## src/rtl/rc4_stream_cipher_assert.svh

```systemverilog
// ---------------------------------------------------------------------------
// RC4 cipher assertion macros
// Shared property forms for the concurrent checks in the RC4 cipher RTL.
// ---------------------------------------------------------------------------
`ifndef RC4_STREAM_CIPHER_ASSERT_SVH
`define RC4_STREAM_CIPHER_ASSERT_SVH

// Consequent must hold in the same cycle as the antecedent.
`define RC4_ASSERT_SAME(label, clk, rst_n, ante, cons, msg) \
    label: assert property (@(posedge clk) disable iff (!rst_n) (ante) |-> (cons)) \
        else $error(msg);

// Consequent must hold in the cycle after the antecedent.
`define RC4_ASSERT_NEXT(label, clk, rst_n, ante, cons, msg) \
    label: assert property (@(posedge clk) disable iff (!rst_n) (ante) |=> (cons)) \
        else $error(msg);

`endif

```

## src/rtl/rc4_pkg.sv

```systemverilog
// ---------------------------------------------------------------------------
// RC4 cipher package
// Types, opcodes, controller states and the command and status bundles.
// ---------------------------------------------------------------------------
`default_nettype none

package rc4_pkg;

    localparam int BYTE_W     = 8;
    localparam int PERM_DEPTH = 256;
    localparam int LEN_W      = 9;
    localparam int OP_W       = 2;

    localparam logic [LEN_W-1:0] KEY_LEN_RESET = 9'd16;

    typedef logic [BYTE_W-1:0] byte_t;
    typedef logic [LEN_W-1:0]  len_t;

    typedef enum logic [OP_W-1:0] {
        OP_LOAD_KEY = 2'd0,
        OP_SCHEDULE = 2'd1,
        OP_CIPHER   = 2'd2,
        OP_NONE     = 2'd3
    } opcode_t;

    typedef enum logic [3:0] {
        ST_IDLE,
        ST_DATA_RD_J,
        ST_DATA_RD_T,
        ST_DATA_OUT,
        ST_KS_RD_N,
        ST_KS_RD_J,
        ST_KS_WR_N,
        ST_KS_WR_J,
        ST_KS_DONE
    } state_t;

    // Commands from the controller to the datapath.
    typedef struct packed {
        logic key_wr;
        logic ks_start;
        logic data_start;
        logic data_rd_j;
        logic data_rd_t;
        logic data_wr_j;
        logic ks_rd_n;
        logic ks_rd_j;
        logic ks_wr_n;
        logic ks_wr_j;
        logic ks_done;
        logic out_load;
    } cmd_t;

    // Status from the datapath to the controller.
    typedef struct packed {
        logic len_zero;
        logic ks_last;
        logic out_free;
    } status_t;

endpackage

`default_nettype wire

```

## src/rtl/rc4_ctrl.sv

```systemverilog
// ---------------------------------------------------------------------------
// RC4 controller
// Sequences key loads, the key schedule and keystream steps for the datapath.
// ---------------------------------------------------------------------------
`default_nettype none

`include "rc4_stream_cipher_assert.svh"

module rc4_ctrl (
    input  wire logic             aclk,
    input  wire logic             aresetn,
    input  wire logic             s_tvalid,
    output      logic             s_tready,
    input  wire rc4_pkg::opcode_t opcode,
    input  wire rc4_pkg::status_t status,
    output      rc4_pkg::cmd_t    cmd
);
    import rc4_pkg::*;

    state_t state_reg;
    state_t state_next;
    logic   accept;

    assign s_tready = (state_reg == ST_IDLE);
    assign accept   = s_tvalid && s_tready;

    always_ff @(posedge aclk) begin
        if (!aresetn) begin
            state_reg <= ST_IDLE;
        end else begin
            state_reg <= state_next;
        end
    end

    always_comb begin
        state_next = state_reg;
        unique case (state_reg)
            ST_IDLE: begin
                if (accept) begin
                    unique case (opcode)
                        OP_SCHEDULE: begin
                            state_next = status.len_zero ? ST_IDLE : ST_KS_RD_N;
                        end
                        OP_CIPHER:   state_next = ST_DATA_RD_J;
                        OP_LOAD_KEY: state_next = ST_IDLE;
                        OP_NONE:     state_next = ST_IDLE;
                    endcase
                end
            end
            ST_DATA_RD_J: state_next = ST_DATA_RD_T;
            ST_DATA_RD_T: state_next = ST_DATA_OUT;
            ST_DATA_OUT: begin
                if (status.out_free) begin
                    state_next = ST_IDLE;
                end
            end
            ST_KS_RD_N: state_next = ST_KS_RD_J;
            ST_KS_RD_J: state_next = ST_KS_WR_N;
            ST_KS_WR_N: state_next = ST_KS_WR_J;
            ST_KS_WR_J: state_next = status.ks_last ? ST_KS_DONE : ST_KS_RD_N;
            ST_KS_DONE: begin
                if (status.out_free) begin
                    state_next = ST_IDLE;
                end
            end
            default: state_next = ST_IDLE;
        endcase
    end

    always_comb begin
        cmd = '0;
        unique case (state_reg)
            ST_IDLE: begin
                if (accept) begin
                    cmd.key_wr     = (opcode == OP_LOAD_KEY);
                    cmd.ks_start   = (opcode == OP_SCHEDULE);
                    cmd.data_start = (opcode == OP_CIPHER);
                end
            end
            ST_DATA_RD_J: cmd.data_rd_j = 1'b1;
            ST_DATA_RD_T: cmd.data_rd_t = 1'b1;
            ST_DATA_OUT: begin
                // The swap write is repeated harmlessly while the output waits.
                cmd.data_wr_j = 1'b1;
                cmd.out_load  = status.out_free;
            end
            ST_KS_RD_N: cmd.ks_rd_n = 1'b1;
            ST_KS_RD_J: cmd.ks_rd_j = 1'b1;
            ST_KS_WR_N: cmd.ks_wr_n = 1'b1;
            ST_KS_WR_J: cmd.ks_wr_j = 1'b1;
            ST_KS_DONE: begin
                cmd.ks_done  = 1'b1;
                cmd.out_load = status.out_free;
            end
            default: cmd = '0;
        endcase
    end

    `RC4_ASSERT_SAME(a_load_when_free, aclk, aresetn, cmd.out_load, status.out_free,
        "result loaded while output register still occupied")
    `RC4_ASSERT_NEXT(a_last_step_done, aclk, aresetn,
        (state_reg == ST_KS_WR_J) && status.ks_last, state_reg == ST_KS_DONE,
        "key schedule did not finish after its last swap step")

endmodule

`default_nettype wire

```

## config.mk

```make
export PLATFORM = sky130hd
export DESIGN_NAME = rc4_ctrl
export DESIGN_NICKNAME = d
export VERILOG_FILES = /design/src/rtl/rc4_pkg.sv /design/src/rtl/rc4_ctrl.sv
export VERILOG_INCLUDE_DIRS = /design/src /design/src/rtl
export SDC_FILE = /design/constraint.sdc
export NUM_CORES = 1
export LEC_CHECK = 0
export BUFFER_PORTS_ARGS = -buffer_cell sky130_fd_sc_hd__buf_2
export CORE_AREA = 2 2 39 41
export CTS_CLUSTER_DIAMETER = 120
export CTS_CLUSTER_SIZE = 20
export DETAILED_ROUTE_END_ITERATION = 16
export DIE_AREA = 0 0 41 43
export GPL_TIMING_DRIVEN = 0
export SLEW_MARGIN = 20
export SYNTH_ARGS = -nofsm -noshare
export SYNTH_HDL_FRONTEND = slang
export SYNTH_SLANG_ARGS = --single-unit
```

## constraint.sdc

```tcl
create_clock -name aclk -period 1.35 [get_ports aclk]
set_input_delay 0.0675 -clock aclk [delete_from_list [all_inputs] [get_ports aclk]]
set_output_delay 0.0675 -clock aclk [all_outputs]
set_load 0.1 [all_outputs]
```

### After elaboration in Yosys (flattened, before gate mapping)

Cells that the tools add are included.

| storage, ports and cells | value |
|---|---|
| bits in registers | 4 |
| word-level logic and storage cells | 37 |

| cells by class | value |
|---|---|
| mux-type cells | 17 |
| reduce and logical (&&, ||, !) cells | 6 |
| equal/unequal tests | 13 |

Operator list:

| cell | count |
|---|---|
| $pmux W4 S8 | 1 |
| $eq A4 B3 Y1 const B | 4 |
| $mux W4 | 3 |
| $pmux W4 S3 | 1 |
| $mux W1 | 9 |
| $mux W3 | 3 |
| $eq A4 B2 Y1 const B | 2 |
| $eq A2 B2 Y1 const B | 2 |
| $eq A4 B1 Y1 const B | 1 |
| $eq A4 B4 Y1 const B | 1 |
| $logic_not A4 Y1 | 1 |
| $ne A2 B1 Y1 const B | 2 |
| $reduce_or A2 Y1 | 2 |
| $eq A2 B1 Y1 const B | 1 |
| $logic_not A2 Y1 | 1 |
| $reduce_and A2 Y1 | 1 |
| $logic_and A1 B1 Y1 | 1 |

### Logic depth before layout (Yosys ltp)

Gate-level depths: netlist of the first run.

| logic depth | value |
|---|---|
| word-level depth | 5 |
| depth in mapped cells | 4 |
| gate-level depth less buffers | 3 |

### Worst setup path before layout of the first run

Ideal clock, no wire load.

| path | value |
|---|---|
| kind | register to output |
| from | register state_reg[2] |
| to | output cmd[11] (netlist bit) |
| arrival | 4.550 ns |
| cell stages (with the launch flop) | 4 |
| path slack | -3.268 ns |
| buffers on the path | 0 |
| required time | 1.283 ns |
| cell sequence | dfxtp_1 -> nor4_2 -> nand2_1 -> nor3_1 |

RTL lines:

| what | RTL line | text |
|---|---|---|
| start: declaration | rc4_ctrl.sv:20 | `state_t state_reg;` |
| start signal: assignment | rc4_ctrl.sv:31 | `state_reg <= state_next;` |
| end: declaration | rc4_ctrl.sv:16 | `output rc4_pkg::cmd_t cmd` |

==> flow_summary.json, run 1 <==
{
  "synth_commonest_cells": "nor3_1, nor2_1, dfxtp_1, nand2_1",
  "hold_violations": 0,
  "fp.dieH_um": 43,
  "seqCellArea_um2": 92.6,
  "syn_to_final_growth_pct": 155,
  "worst_pin_slew_ns": 0.483,
  "synth-async-reset-ratio_pct": 0,
  "fill_cells": 92,
  "rsz0062_at_grt": "yes",
  "cp.required_ns": 1.28,
  "maxCapViolCount": 0,
  "peakVddDrop_v": 0.000505,
  "drcViolationCount": 0,
  "path_class": "reg2out",
  "drive_gt1_share_pct": 77.5,
  "cts_buffers": 3,
  "cp.arrival_ns": 1.50,
  "fp-row-count": 14,
  "grt_pass1_wl_um": 1910,
  "synth_fp_nets": 56,
  "portBuffers": 20,
  "multiInputGateArea_um2": 413,
  "h-tree-depth": 1,
  "crit_buf_inv": 2,
  "pwr-share-seq_pct": 21.4,
  "routed_wl_um": 1310,
  "yosysTopAreaCell": "dfxtp_1",
  "largest_reg_flops": 4,
  "cp-start-kind": "register",
  "internal_power_uw": 356,
  "antenna_cells": 0,
  "syn_area_um2": 372,
  "antenna_found_initial": 0,
  "synth_cell_types": 25,
  "drt_pass1_iterations": 4,
  "ys.flop_type": "dfxtp_1",
  "power.share.clock_pct": 22.4,
  "globalRouteOverflowTotal": 0,
  "setup_viol": 6,
  "gp_congestion": 0.802,
  "max_freq_ghz": 0.638,
  "syn_area_per_cell_um2": 7.74,
  "first_iter_violations": 10,
  "synthTopCellsByArea": "dfxtp_1, nor3_1, nor2_1",
  "ys_seq_elements": 4,
  "coreArea_mm2": 0.00138,
  "crit_fanout": 6,
  "die_x_um": 41,
  "p_comb_share_pct": 56.2,
  "synth_edf_count": 0,
  "num_vias": 508,
  "utilization_pct": 68.4,
  "finClkSkew_ns": 0.000178,
  "power.switching_uw": 269,
  "dieArea_mm2": 0.00176,
  "track_usage_pct": 15.6,
  "grt_max_degree": 11,
  "violations": "negative setup slack",
  "path_cells": "buf_6 -> and3b_4 -> a21oi_2 -> nor3b_4 -> buf_12",
  "clk_latency_ns": 0.23,
  "dp_hpwl_um": 812,
  "cts.sinks": 4,
  "fin_nets": 90,
  "cts.clk_slew.worst_paths_ns": 0.03,
  "status": "finished, violations left",
  "worst_setup_path_end_kind": "output port",
  "hold_ws_ns": 0.141,
  "grt_pass1_vias": 447,
  "via_per_inst": 5.29,
  "yosysWarnings": 0,
  "root_buffer": "clkbuf_4",
  "post-route-min-period_ns": 1.57,
  "worst_slew_margin_rel_pct": 68.0,
  "start_util_pct": 26.9,
  "pre_cts_ws_ns": -0.297,
  "p_per_area_mw_per_mm2": 660,
  "cts.path.max_buffers": 2,
  "antenna_left": 0,
  "slew_viol_final": 0,
  "power_leakage_uw": 0.000348,
  "max_stage_delay_ns": 0.33,
  "switching_share_pct": 43.0,
  "critPathTopFamily": "simple AND/OR/NAND/NOR gates",
  "yosysSeqAreaShare_pct": 21.5,
  "io_pins": 21,
  "synth_top_area_share_pct": 21.5,
  "cts_tree": "done",
  "hold_path.class": "in2reg",
  "timing.final.ws_setup_ns": -0.217,
  "netlist_instances": 48,
  "fin_crit_sh_pct": 116,
  "wl_per_cell_um": 13.7,
  "yosysMostFrequentCell": "nor3_1",
  "cp_slowest_cell": "dfxtp_2"
}
metrics by stage:
step / power (µW) / area [µm²] / TNS [ns] / std cells
finish: 625 / 947 / -0.932 / 96
global route: 655 / 947 / -1.31 / 96
CTS: 606 / 880 / -1.03 / 93
detailed placement: 401 / 629 / -1.15 / 84
global placement: 399 / 629 / -1.07 / 84
floorplan: 355 / 509 / -5.98 / 48
power groups by stage:
stage | clock [µW] | sequential, µW | combinational [µW]
floorplan | 0 | 134 | 221
global placement | 0 | 136 | 263
detailed placement | 0 | 135 | 265
CTS | 148 | 135 | 323
global route | 155 | 134 | 366
finish | 140 | 134 | 351
per-layer routing:
metal  up-vias  share of wire, %  wire, µm  track usage (%)
li1        249                 -         -                -
met5         -                 0         0                0
met2        22                56       731             24.7
met1       237                41       539             19.9
met4         0                 0         0             9.33
met3         0               3.3        43            0.524
kinds of logic after synthesis:
family	share of synthesized area [%]
multiplexers	2.69
AO/OA/AOI/OAI	15.2
buffers and inverters	8.75
AND/OR/NAND/NOR	51.9
flip-flops	21.5
final timing paths:
kind	from	end	slack, ns	cells past startpoint
worst min-delay path	status[1]	state_reg[3]	0.14	3
worst max register to register	state_reg[3]	state_reg[2]	0.05	5
worst min register to register	state_reg[0]	state_reg[3]	0.58	2
worst max-delay path	state_reg[3]	cmd[0]	-0.22	5
layout by cell type, fill, tap and decap left out, types with 2 or more instances in the layout:
cell and instances:
clkbuf_4 3, dfxtp_4 3, nor2_1 3, buf_2 8, buf_4 8, a32o_1 2, nor2_4 2, buf_6 4
buf_12 11, nor3_4 6, nand2_2 2, nand3_1 2, nor3b_4 2, buf_8 2
worst min-delay path: stages:
cell and delay, ns:
buf_2 0.11, nand3_1 0.08, a21boi_1 0.06
cell type report:
class	count	share of cell area, %
multi-input combinational	39	43.6
buffer	4	6.47
timing repair buffer	29	35.3
tap	16	2.11
sequential	4	9.78
clock buffer	3	2.38
inverter	1	0.396
timing repair:
action / in CTS / in global routing
endpoints found under the setup margin: 13 / 11
buffers inserted: 6 / 3
pin swaps: 4 / 3
hold buffers: 0 / 0
gates resized for setup: 51 / 13
Power figures use the tool's default switching activity.
==> run 2, diff against run 1 <==
--- a/config.mk
+++ b/config.mk
@@ -9,10 +9,11 @@
 export BUFFER_PORTS_ARGS = -buffer_cell sky130_fd_sc_hd__buf_2
 export CORE_AREA = 2 2 39 41
 export CTS_CLUSTER_DIAMETER = 120
-export CTS_CLUSTER_SIZE = 20
+export CTS_CLUSTER_SIZE = 30
 export DETAILED_ROUTE_END_ITERATION = 16
 export DIE_AREA = 0 0 41 43
 export GPL_TIMING_DRIVEN = 0
+export PLACE_DENSITY = 0.66
 export SLEW_MARGIN = 20
 export SYNTH_ARGS = -nofsm -noshare
 export SYNTH_HDL_FRONTEND = slang
==> run 2 against run 1 <==
  * The flow still finishes with violations (negative setup slack)
  * Sequential power about the same
  * Worst hold slack worse by 0.017 ns
  * Maximum frequency is 1.1% higher
  * Setup slack gained 0.017 ns
  * Total power grew 6.4%
  * Clock power barely moved
  * Largest cell class is now non-clock buffers
  * Highest routed layer unchanged
==> flow_summary.json, run 2 (synthesis results as in run 1) <==
{
  "track_usage_pct": 17.0,
  "wl_per_cell_um": 14.6,
  "dieArea_mm2": 0.00176,
  "die_x_um": 41,
  "peakVddDrop_v": 0.000437,
  "p_per_area_mw_per_mm2": 627,
  "utilization_pct": 76.7,
  "cp-start-kind": "register",
  "h-tree-depth": 1,
  "critPathTopFamily": "simple AND/OR/NAND/NOR gates",
  "antenna_cells": 0,
  "cp.required_ns": 1.28,
  "portBuffers": 20,
  "hold_path.class": "in2reg",
  "root_buffer": "clkbuf_4",
  "worst_pin_slew_ns": 0.282,
  "via_per_inst": 5.15,
  "stdcell_count": 101,
  "grt_pass1_wl_um": 2100,
  "rsz0062_at_grt": "yes",
  "maxCapViolCount": 0,
  "pre_cts_ws_ns": -0.310,
  "finClkSkew_ns": 0.000121,
  "cts.path.max_buffers": 2,
  "crit_fanout": 3,
  "io_pins": 21,
  "antenna_left": 0,
  "fin_crit_sh_pct": 115,
  "routed_wl_um": 1480,
  "coreArea_mm2": 0.00138,
  "cts.sinks": 4,
  "worst_setup_path_end_kind": "output port",
  "path_cells": "nor4_4 -> nand2_2 -> nor3b_4 -> buf_12",
  "crit_buf_inv": 1,
  "layout_commonest_cell": "buf_12",
  "start_util_pct": 26.9,
  "syn_to_final_growth_pct": 186,
  "drt_pass1_iterations": 4,
  "fp.dieH_um": 43,
  "final_area_mm2": 0.00106,
  "first_iter_violations": 5,
  "cp.arrival_ns": 1.48,
  "power_leakage_uw": 0.000392,
  "max_freq_ghz": 0.645,
  "ctsHoldBuffers": 0,
  "cts_buffers": 3,
  "clk_latency_ns": 0.23,
  "setup_viol": 11,
  "fin_nets": 95,
  "timing.final.ws_setup_ns": -0.200,
  "status": "finished, violations left",
  "slew_viol_final": 0,
  "cp_slowest_cell": "dfxtp_4",
  "grtUsageMet1_pct": 24.4,
  "drive_gt1_share_pct": 83.5,
  "mostFrequentLayoutCells": "buf_12, buf_6, buf_2, buf_4, nor3_4",
  "drcViolationCount": 0,
  "cts.clk_slew.worst_paths_ns": 0.03,
  "max_stage_delay_ns": 0.35,
  "grt_pass1_vias": 479,
  "num_vias": 520,
  "violations": "negative setup slack",
  "path_class": "reg2out",
  "placed_area_um2": 629,
  "grt_max_degree": 11,
  "dp_hpwl_um": 823,
  "antenna_found_initial": 0,
  "cts_tree": "done",
  "hold_violations": 0,
  "globalRouteOverflowTotal": 0,
  "post-route-min-period_ns": 1.55,
  "dp_cells": 84,
  "largest_reg_flops": 4,
  "fp-row-count": 14,
  "met3_usage_pct": 0,
  "gp_congestion": 0.792,
  "worst_slew_margin_rel_pct": 81.0,
  "gr-max-usage-layer": "met2",
  "use_met2_pct": 25.6,
  "fill_cells": 86
}
## run 2: worst paths after layout
check,from,endpoint,slack [ns],cells after the start
setup / recovery,state_reg[1],cmd[10],-0.20,4
hold / removal,status[1],state_reg[3],0.12,3
setup reg to reg,state_reg[1],state_reg[0],0,5
hold reg to reg,state_reg[0],state_reg[3],0.59,2
## run 2: layout make-up
| class | instances | area [µm²] | share of cell area, % |
|---|---|---|---|
| Inverter | 1 | 8.76 | 0.825 |
| Tap cell | 16 | 20.0 | 1.89 |
| Buffer | 4 | 61.3 | 5.78 |
| Sequential cell | 4 | 95.1 | 8.96 |
| Timing Repair Buffer | 34 | 409 | 38.6 |
| Multi-Input combinational cell | 39 | 444 | 41.9 |
| Clock buffer | 3 | 22.5 | 2.12 |
## run 2: power breakdown
group	leakage, µW	internal, µW	switching (µW)
logic	0.000343	164	228
registers	0.0000355	121	10.8
clock network	0.0000138	98.9	42.0
total	0.000392	384	281
## run 2: tightest hold or removal path, cell delays in order
cell and delay (ns):
buf_2 0.11, nand3_1 0.07, a21boi_1 0.05
## run 2: metrics by stage
step	hold WS (ns)	total power, µW	setup TNS, ns
finish	0.124	665	-1.18
global route	0.143	693	-1.68
CTS	0.110	623	-0.969
detailed placement	0.365	400	-1.17
global placement	0.363	398	-1.08
floorplan	0.213	355	-5.98
## run 2: per-layer routing
layer	routed length [µm]	vias to the layer above
li1	-	260
met1	569	248
met2	875	12
met3	31	0
met4	0	0
met5	0	-
## run 2: what timing repair did
action / CTS / global route
setup buffers: 7 / 7
pin swaps: 9 / 10
setup endpoints to repair: 13 / 13
resized for setup: 55 / 29
