$ cat src/rtl/rc4_stream_cipher_assert.svh
// ---------------------------------------------------------------------------
// RC4 cipher assertion macros
// Shared property forms for the concurrent checks in the RC4 cipher RTL.
// ---------------------------------------------------------------------------
`ifndef RC4_STREAM_CIPHER_ASSERT_SVH
`define RC4_STREAM_CIPHER_ASSERT_SVH

// Consequent must hold in the same cycle as the antecedent.
`define RC4_ASSERT_SAME(label, clk, rst_n, ante, cons, msg) \
    label: assert property (@(posedge clk) disable iff (!rst_n) (ante) |-> (cons)) \
        else $error(msg);

// Consequent must hold in the cycle after the antecedent.
`define RC4_ASSERT_NEXT(label, clk, rst_n, ante, cons, msg) \
    label: assert property (@(posedge clk) disable iff (!rst_n) (ante) |=> (cons)) \
        else $error(msg);

`endif

$ cat src/rtl/rc4_pkg.sv
// ---------------------------------------------------------------------------
// RC4 cipher package
// Types, opcodes, controller states and the command and status bundles.
// ---------------------------------------------------------------------------
`default_nettype none

package rc4_pkg;

    localparam int BYTE_W     = 8;
    localparam int PERM_DEPTH = 256;
    localparam int LEN_W      = 9;
    localparam int OP_W       = 2;

    localparam logic [LEN_W-1:0] KEY_LEN_RESET = 9'd16;

    typedef logic [BYTE_W-1:0] byte_t;
    typedef logic [LEN_W-1:0]  len_t;

    typedef enum logic [OP_W-1:0] {
        OP_LOAD_KEY = 2'd0,
        OP_SCHEDULE = 2'd1,
        OP_CIPHER   = 2'd2,
        OP_NONE     = 2'd3
    } opcode_t;

    typedef enum logic [3:0] {
        ST_IDLE,
        ST_DATA_RD_J,
        ST_DATA_RD_T,
        ST_DATA_OUT,
        ST_KS_RD_N,
        ST_KS_RD_J,
        ST_KS_WR_N,
        ST_KS_WR_J,
        ST_KS_DONE
    } state_t;

    // Commands from the controller to the datapath.
    typedef struct packed {
        logic key_wr;
        logic ks_start;
        logic data_start;
        logic data_rd_j;
        logic data_rd_t;
        logic data_wr_j;
        logic ks_rd_n;
        logic ks_rd_j;
        logic ks_wr_n;
        logic ks_wr_j;
        logic ks_done;
        logic out_load;
    } cmd_t;

    // Status from the datapath to the controller.
    typedef struct packed {
        logic len_zero;
        logic ks_last;
        logic out_free;
    } status_t;

endpackage

`default_nettype wire

$ cat src/rtl/rc4_sbox.sv
// ---------------------------------------------------------------------------
// RC4 permutation memory
// 256 x 8 table with one read and one write port, registered read data and
// a valid bit per entry so that a cleared entry reads back as its own index.
// ---------------------------------------------------------------------------
`default_nettype none

module rc4_sbox (
    input  wire logic          aclk,
    input  wire logic          aresetn,
    input  wire logic          clear,
    input  wire logic          rd_en,
    input  wire rc4_pkg::byte_t rd_addr,
    output      rc4_pkg::byte_t rd_data,
    input  wire logic          wr_en,
    input  wire rc4_pkg::byte_t wr_addr,
    input  wire rc4_pkg::byte_t wr_data
);
    import rc4_pkg::*;

    byte_t                 perm_mem [PERM_DEPTH];
    logic [PERM_DEPTH-1:0] valid_reg;
    byte_t                 rd_q_reg;
    byte_t                 rd_addr_reg;
    logic                  rd_valid_reg;

    always_ff @(posedge aclk) begin
        if (wr_en) begin
            perm_mem[wr_addr] <= wr_data;
        end
        if (rd_en) begin
            rd_q_reg     <= perm_mem[rd_addr];
            rd_addr_reg  <= rd_addr;
            rd_valid_reg <= valid_reg[rd_addr];
        end
    end

    always_ff @(posedge aclk) begin
        if (!aresetn) begin
            valid_reg <= '0;
        end else if (clear) begin
            valid_reg <= '0;
        end else if (wr_en) begin
            valid_reg[wr_addr] <= 1'b1;
        end
    end

    // An entry not written since the last clear holds the identity value.
    assign rd_data = rd_valid_reg ? rd_q_reg : rd_addr_reg;

endmodule

`default_nettype wire

$ cat src/rtl/rc4_datapath.sv
// ---------------------------------------------------------------------------
// RC4 datapath
// Indices, key store, permutation memory, configuration and result register.
// ---------------------------------------------------------------------------
`default_nettype none

`include "rc4_stream_cipher_assert.svh"

module rc4_datapath #(
    parameter int KEY_MAX = 256
) (
    input  wire logic             aclk,
    input  wire logic             aresetn,
    input  wire rc4_pkg::cmd_t    cmd,
    output      rc4_pkg::status_t status,
    input  wire rc4_pkg::byte_t   key_index,
    input  wire rc4_pkg::byte_t   data_byte,
    input  wire logic             cfg_wr_en,
    input  wire rc4_pkg::len_t    cfg_wr_data,
    output      logic             out_valid,
    input  wire logic             out_ready,
    output      rc4_pkg::byte_t   out_byte,
    output      logic             out_done
);
    import rc4_pkg::*;

    localparam int   KIDX_W    = (KEY_MAX > 1) ? $clog2(KEY_MAX) : 1;
    localparam len_t KEY_MAX_V = len_t'(KEY_MAX);

    typedef enum logic [1:0] {
        BYP_NONE,
        BYP_SI,
        BYP_SJ
    } byp_t;

    len_t              key_length_reg;
    len_t              len_eff;
    byte_t             key_mem [KEY_MAX];
    byte_t             key_q_reg;
    logic [KIDX_W-1:0] k_reg;
    logic [KIDX_W-1:0] k_next;
    len_t              k_inc;
    byte_t             i_reg;
    byte_t             j_reg;
    byte_t             data_reg;
    byte_t             si_reg;
    byte_t             sj_reg;
    byp_t              byp_reg;
    byp_t              byp_next;
    logic              out_valid_reg;
    byte_t             out_byte_reg;
    logic              out_done_reg;

    byte_t             perm_rd;
    logic              perm_rd_en;
    byte_t             perm_rd_addr;
    logic              perm_wr_en;
    byte_t             perm_wr_addr;
    byte_t             perm_wr_data;
    byte_t             t_addr;
    byte_t             ks_byte;

    rc4_sbox u_sbox (
        .aclk    (aclk),
        .aresetn (aresetn),
        .clear   (cmd.ks_start),
        .rd_en   (perm_rd_en),
        .rd_addr (perm_rd_addr),
        .rd_data (perm_rd),
        .wr_en   (perm_wr_en),
        .wr_addr (perm_wr_addr),
        .wr_data (perm_wr_data)
    );

    always_ff @(posedge aclk) begin
        if (!aresetn) begin
            key_length_reg <= KEY_LEN_RESET;
        end else if (cfg_wr_en) begin
            key_length_reg <= cfg_wr_data;
        end
    end

    assign len_eff = (key_length_reg > KEY_MAX_V) ? KEY_MAX_V : key_length_reg;

    // Key store: written by load transfers, read once per schedule step.
    always_ff @(posedge aclk) begin
        if (cmd.key_wr && ({1'b0, key_index} < KEY_MAX_V)) begin
            key_mem[key_index[KIDX_W-1:0]] <= data_byte;
        end
        if (cmd.ks_rd_n) begin
            key_q_reg <= key_mem[k_reg];
        end
    end

    assign t_addr = si_reg + perm_rd;

    always_comb begin
        perm_rd_en   = cmd.data_start || cmd.data_rd_j || cmd.data_rd_t ||
                       cmd.ks_rd_n || cmd.ks_rd_j;
        perm_rd_addr = i_reg;
        priority if (cmd.data_start) begin
            perm_rd_addr = i_reg + 8'd1;
        end else if (cmd.data_rd_j) begin
            perm_rd_addr = j_reg + perm_rd;
        end else if (cmd.data_rd_t) begin
            perm_rd_addr = t_addr;
        end else if (cmd.ks_rd_j) begin
            perm_rd_addr = j_reg + key_q_reg + perm_rd;
        end else begin
            perm_rd_addr = i_reg;
        end
    end

    always_comb begin
        perm_wr_en   = cmd.data_rd_t || cmd.data_wr_j || cmd.ks_wr_n || cmd.ks_wr_j;
        perm_wr_addr = (cmd.data_wr_j || cmd.ks_wr_j) ? j_reg : i_reg;
        perm_wr_data = (cmd.data_wr_j || cmd.ks_wr_j) ? si_reg : perm_rd;
    end

    // The final keystream read is issued before both swap writes land, so
    // an address that hits either swapped entry takes the new value directly.
    always_comb begin
        if (t_addr == j_reg) begin
            byp_next = BYP_SI;
        end else if (t_addr == i_reg) begin
            byp_next = BYP_SJ;
        end else begin
            byp_next = BYP_NONE;
        end
    end

    always_comb begin
        unique case (byp_reg)
            BYP_SI:   ks_byte = si_reg;
            BYP_SJ:   ks_byte = sj_reg;
            default:  ks_byte = perm_rd;
        endcase
    end

    assign k_inc  = len_t'(k_reg) + len_t'(1);
    assign k_next = (k_inc >= len_eff) ? '0 : k_inc[KIDX_W-1:0];

    always_ff @(posedge aclk) begin
        if (!aresetn) begin
            i_reg <= '0;
            j_reg <= '0;
            k_reg <= '0;
        end else begin
            if (cmd.ks_start) begin
                i_reg <= '0;
                j_reg <= '0;
                k_reg <= '0;
            end
            if (cmd.data_start) begin
                i_reg <= i_reg + 8'd1;
            end
            if (cmd.data_rd_j) begin
                j_reg <= j_reg + perm_rd;
            end
            if (cmd.ks_rd_j) begin
                j_reg <= j_reg + key_q_reg + perm_rd;
            end
            if (cmd.ks_wr_j) begin
                i_reg <= i_reg + 8'd1;
                k_reg <= k_next;
            end
            if (cmd.ks_done) begin
                j_reg <= '0;
            end
        end
    end

    always_ff @(posedge aclk) begin
        if (cmd.data_start) begin
            data_reg <= data_byte;
        end
        if (cmd.data_rd_j || cmd.ks_rd_j) begin
            si_reg <= perm_rd;
        end
        if (cmd.data_rd_t) begin
            sj_reg  <= perm_rd;
            byp_reg <= byp_next;
        end
    end

    always_ff @(posedge aclk) begin
        if (!aresetn) begin
            out_valid_reg <= 1'b0;
        end else if (cmd.out_load) begin
            out_valid_reg <= 1'b1;
        end else if (out_ready) begin
            out_valid_reg <= 1'b0;
        end
    end

    always_ff @(posedge aclk) begin
        if (cmd.out_load) begin
            out_byte_reg <= cmd.ks_done ? '0 : (data_reg ^ ks_byte);
            out_done_reg <= cmd.ks_done;
        end
    end

    assign out_valid = out_valid_reg;
    assign out_byte  = out_byte_reg;
    assign out_done  = out_done_reg;

    assign status.len_zero = (len_eff == '0);
    assign status.ks_last  = (i_reg == 8'hff);
    assign status.out_free = !out_valid_reg || out_ready;

    `RC4_ASSERT_SAME(a_done_byte_zero, aclk, aresetn, out_valid_reg && out_done_reg,
        out_byte_reg == '0, "schedule completion result carries a non-zero byte")
    `RC4_ASSERT_SAME(a_sched_wrapped, aclk, aresetn, cmd.ks_done, i_reg == '0,
        "key schedule ended without index i back at zero")

endmodule

`default_nettype wire

$ cat config.mk
export PLATFORM = sky130hd
export DESIGN_NAME = rc4_datapath
export DESIGN_NICKNAME = d
export VERILOG_FILES = /design/src/rtl/rc4_pkg.sv /design/src/rtl/rc4_sbox.sv /design/src/rtl/rc4_datapath.sv
export VERILOG_INCLUDE_DIRS = /design/src /design/src/rtl
export SDC_FILE = /design/constraint.sdc
export NUM_CORES = 2
export LEC_CHECK = 0
export BUFFER_PORTS_ARGS = -buffer_cell sky130_fd_sc_hd__buf_2
export CAP_MARGIN = 5
export CORE_ASPECT_RATIO = 1.4
export CORE_UTILIZATION = 40
export DETAILED_ROUTE_END_ITERATION = 12
export MAX_ROUTING_LAYER = met4
export PLACE_DENSITY = 0.55
export SLEW_MARGIN = 20
export SYNTH_ARGS = -nofsm -noshare
export SYNTH_HDL_FRONTEND = slang
export SYNTH_SLANG_ARGS = --single-unit
$ cat constraint.sdc
create_clock -name aclk -period 50.3 [get_ports aclk]
set_input_delay 10.06 -clock aclk [delete_from_list [all_inputs] [get_ports aclk]]
set_output_delay 10.06 -clock aclk [all_outputs]
set_load 0.005 [all_outputs]
# --- After elaboration in Yosys (flattened, before gate mapping) ---
# Memories as Yosys holds them, arrays and structs flattened. A register that Yosys moved wholly into a read port is not among the register bits.
# Cells that the tools add are included.
totals:
  ff_bits: 334
  mem_bits_rw: 4096
  input_bits: 41
  word_cells: 81
  n_memories: 2
memory_table:
  columns: ["name", "words", "word_bits", "read_ports", "rd_clocked_by_memory_dff", "wr", "line", "text"]
  rows:
  - ["key_mem", 256, 8, 1, 1, 1, "rc4_datapath.sv:38", "byte_t key_mem [KEY_MAX];"]
  - ["u_sbox.perm_mem", 256, 8, 1, 1, 1, "rc4_sbox.sv:21", "byte_t perm_mem [PERM_DEPTH];"]
op_classes:
  n_addsub: 6
  n_lt_le_gt_ge: 5
  eq_ne: 5
  muxes: 27
  bitwise: 3
  n_reduce_logical: 19
ops:
  columns: ["op", "n"]
  rows:
  - ["256-bit OR", 1]
  - ["8-bit two-way mux", 14]
  - ["8-bit adder", 4]
  - ["8-bit by 9-bit less-than comparator with 1-bit output, second input constant", 2]
  - ["8-bit equality test", 2]
  - ["8-bit one-hot mux with 2 select lines", 1]
  - ["1-bit logical OR", 10]
  - ["8-bit by 1-bit adder with 9-bit output, second input constant", 1]
  - ["9-bit greater-or-equal comparator", 1]
  - ["9-bit greater-than comparator, second input constant", 1]
  - ["9-bit zero test", 1]
  - ["9-bit two-way mux", 1]
  - ["8-bit by 1-bit adder with 8-bit output, second input constant", 1]
  - ["1-bit binary-select mux with 8-bit select", 1]
  - ["1-bit demux with 8-bit select", 1]
  - ["8-bit equality test, second input constant", 1]
  - ["8-bit by 1-bit greater-or-equal comparator with 1-bit output, second input constant", 1]
  - ["1-bit two-way mux", 8]
  - ["8-bit bitwise XOR", 1]
  - ["3-bit nonzero test", 2]
  - ["2-bit nonzero test", 2]
  - ["2-bit OR reduction", 2]
  - ["2-bit by 1-bit equality test with 1-bit output, second input constant", 1]
  - ["2-bit equality test, second input constant", 1]
  - ["other kinds (4)", 4]

# --- Depth between registers and ports, before layout ---
depth:
  word_depth: 8
  mapped_depth: 21

# --- By module ---
# A second synthesis with hierarchy kept.
hier_totals:
  cells_unflattened: 9146
  hier_area_um2: 174424.8
by_module_without_submodules:
  columns: ["mod", "n_inst", "cells_each", "area_per_inst_um2", "seq_area_each_um2"]
  rows:
  - ["rc4_sbox", 1, 4690, 89414.5, 67134.4]
  - ["rc4_datapath", 1, 4456, 85010.3, 63470.9]

# --- Least setup slack after synthesis ---
# OpenSTA, ideal clock, no wires.
synth_timing:
  kind: "input port to flip-flop"
  startpoint: "in cmd[2] (netlist bit)"
  endpoint: "mem u_sbox.perm_mem[0][1] (netlist bit) (data pin)"
  setup_time_ns: 2.189
  arrival_time_ns: 20.976
  setup_slack_ns: 27.136
  stages: 6
  n_path_buf: 4
  path_cell_list: "clkbuf_1 > or2_2 > clkbuf_1 > clkbuf_1 > clkbuf_1 > o21ai_0"
synth_between:
  elab_chain_len: 2
synth_rtl:
  columns: ["element", "line", "text"]
  rows:
  - ["start: declaration", "rc4_datapath.sv:14", "input wire rc4_pkg::cmd_t cmd,"]
  - ["1-bit logical OR", "rc4_datapath.sv:117", "perm_wr_data = (cmd.data_wr_j || cmd.ks_wr_j) ? si_reg : perm_rd;"]
  - ["8-bit two-way mux", "rc4_datapath.sv:117", null]
  - ["net perm_wr_data[1]", "rc4_datapath.sv:59", "byte_t perm_wr_data;"]
  - ["end: declaration", "rc4_sbox.sv:21", null]
# The timed path passes the listed nets, and every way through them passes these cells.

==> results by group <==
Die
  • Core area: 436000 sq um
  • Die height: 786 um
  • Die area: 441000 sq um
  • Row cnt: 287
  • Starting Density: 40.2%
  • Chip width: 562 um
  • I/O pins: 54

Logic synthesis
  • Synth area leaders: edfxtp_1, mux4_2, nand2_1
  • Synth warnings: 0
  • Syn avg cell area: 16.2 sq um
  • Post-synth EDFFs: 4156
  • Top-count cell post-synth: edfxtp_1
  • Synth unique cells: 73
  • Post-Syn Instances: 10800
  • Area fraction of the dominant cell type after synthesis: 71.1%
  • Post-Syn Nets: 10900
  • Post-synth top flop: edfxtp_1
  • Mapped cell area: 175000 sq um
  • Post-synth ARST share: 0%
  • Synth area leader: edfxtp_1
  • Top post-synthesis cells by count: edfxtp_1, nand2_1, nand3_1
  • Synth Register Bits: 4446
  • Sequential-to-total area share from yosys stat: 74.4%

Status
  • Outcome: finished clean

Drt
  • First drt pass iteration count: 5
  • Post-route ant nets: 0
  • DRC Markers: 0
  • Mean routed wirelength per cell: 27.2 um
  • Post-DR vias/cell: 5.60
  • Routed vias: 94700
  • DRT iter0 DRCs: 8909
  • Final wirelength: 460 mm

Clock network
  • Postcts setup bufs: 0
  • Hold buffers post-CTS: 0
  • Num CTS Buffers: 417
  • Clk slew on worst S/H paths: 0.06 ns
  • CTS tree: built
  • Root buf cell: clkbuf_16
  • Clock insertion delay at the later pin of the skew report: 1.01 ns
  • Worst-case clock buffer depth: 4
  • H-tree lvl count: 5
  • PostCTS Resize Cnt: 0
  • Clk sinks: 4446

Timing
  • F_max: 48.8 MHz
  • Setup-failing EPs final: 0
  • Fin. Hold Viols: 0
  • Min Tclk post-route: 20.49 ns
  • Final Max Slew Viols: 0
  • Final worst-path cycle share: 40.7%
  • Final setup TNS: 0 ns
  • Relative slew slack: 17.4%
  • Worst-Margin Slew: 1.24 ns
  • Layout Skew: 0.0553 ns
  • RSZ-0062 raised after global routing: false

Final layout
  • Layout fillers: 37700
  • Seq. cell area: 131000 sq um
  • Area grow syn2layout: 11.5%
  • Layout Utilization: 44.8%
  • Multi-input logic area: 42100 sq um
  • Final Non-Filler Cells: 16900
  • Final nets: 10900
  • Ratio of cells with drive above 1 in the final layout: 15.2%

Placement
  • HPWL Detailed: 272 mm
  • IO Port Bufs: 53
  • Final RePlAce weighted congestion: 0.864
  • Placed Cells: 16100

Setup path
  • CP Class: in -> out
  • Required time of the critical path: 40.24 ns
  • Startpoint Class: input port
  • Worst Setup End Kind: output pin
  • Crit path DAT: 10.43 ns
  • Worst-path fanout max: 2

Global route
  • Vias in the first global route: 95900
  • Pin count of the biggest net entering global routing: 194
  • First-pass GRT wire length: 672 mm
  • Total gr overflow: 0
  • Total GRT Usage: 21.3%
  • Initial antenna violation count: 15

Pwr
  • Max VDD drop: 60.9 uV
  • P_leak: 61.6 nW
  • PwrDens: 49.1 nW/um^2

Worst hold path
  • Worst Hold Class: reg -> reg

Run
  • Number of max-cap violations: 0
==> critical path, cell delays in order <==
cell and delay, ns:
buf_2 0.09, nand2b_1 0.15, buf_2 0.13
==> logic make-up (layout without fill, tap and decap cells) <==
family                     Yosys count  in the layout  share of synthesized area (%)
DFF                               4446           4446                           74.4
muxes                              845            845                           10.7
buffers and inverters              728           1005                           1.63
adders and majority gates           43             43                          0.349
other                                0             15                              0
xor gates and xnor gates            54             54                          0.277
and+or+nand+nor                   4180           4180                           10.3
AOI/OAI and AO/OA                  547            547                           2.31
==> cell type report <==
type | instances | area share [%]
diodes | 15 | 0.0192
clock buffers | 532 | 5.72
clock inverters | 240 | 1.31
inverters | 27 | 0.0634
multi-input cells | 5669 | 21.6
flip-flops and latches | 4446 | 66.8
well taps | 5780 | 3.70
repair buffers | 206 | 0.838
==> layout by cell type, fill, tap and decap left out, drive strengths merged, types with 16 or more instances in the layout <==
cell type / netlist / routed
a21o: 17 / 17
a21oi: 23 / 23
a22oi: 30 / 30
a31oi: 60 / 60
a32oi: 47 / 47
and3: 16 / 16
and4: 17 / 17
buf: 229 / 198
bufinv: 0 / 41
clkbuf: 472 / 540
clkinv: 1 / 168
dfxtp: 290 / 290
edfxtp: 4156 / 4156
ha: 33 / 33
inv: 26 / 43
mux4: 823 / 823
nand2: 2003 / 2003
nand2b: 16 / 16
nand3: 1420 / 1420
nand4: 54 / 54
nor2: 557 / 557
nor2b: 28 / 28
o21a: 259 / 259
o21ai: 27 / 27
o22ai: 18 / 18
xnor2: 35 / 35
xor2: 18 / 18
==> metrics by stage <==
step	area [sq um]	hold WS [ns]	setup WS [ns]	power, mW
after floorplan	175000	0.435	27.14	5.70
after global placement	182000	0.441	29.77	6.47
after detailed placement	182000	0.448	29.80	6.51
after CTS	195000	0.462	29.80	9.68
after global routing	196000	0.474	29.77	9.93
final	196000	0.462	29.81	9.61
==> worst paths after layout <==
kind                                           start  slack [ns]  depth (start not counted)                                 end
hold reg to reg   u_sbox.valid_reg[236]$_SDFFE_PP0N_        0.46                          1  u_sbox.valid_reg[236]$_SDFFE_PP0N_
setup reg to reg       u_sbox.rd_valid_reg$_DFFE_PP_       41.55                         17        u_sbox.rd_q_reg[5]$_DFFE_PP_
setup / recovery                           out_ready       29.81                          3                           status[0]
hold / removal    u_sbox.valid_reg[236]$_SDFFE_PP0N_        0.46                          1  u_sbox.valid_reg[236]$_SDFFE_PP0N_
==> report_power, final <==
| part | switching (mW) | internal (mW) |
|---|---|---|
| logic | 1.54 | 0.518 |
| clock network | 1.40 | 1.79 |
| registers | 0.0270 | 4.33 |
==> routing by layer <==
| layer | track usage (%) | up-vias | routed length, um |
|---|---|---|---|
| met4 | 8.67 | 0 | 21000 |
| met2 | 36.6 | 2946 | 239000 |
| met1 | 25.5 | 49600 | 175000 |
| li1 | - | 41500 | - |
| met3 | 2.70 | 728 | 25000 |
| met5 | - | - | 0 |
Note: power is estimated with default switching activity, not from simulation.
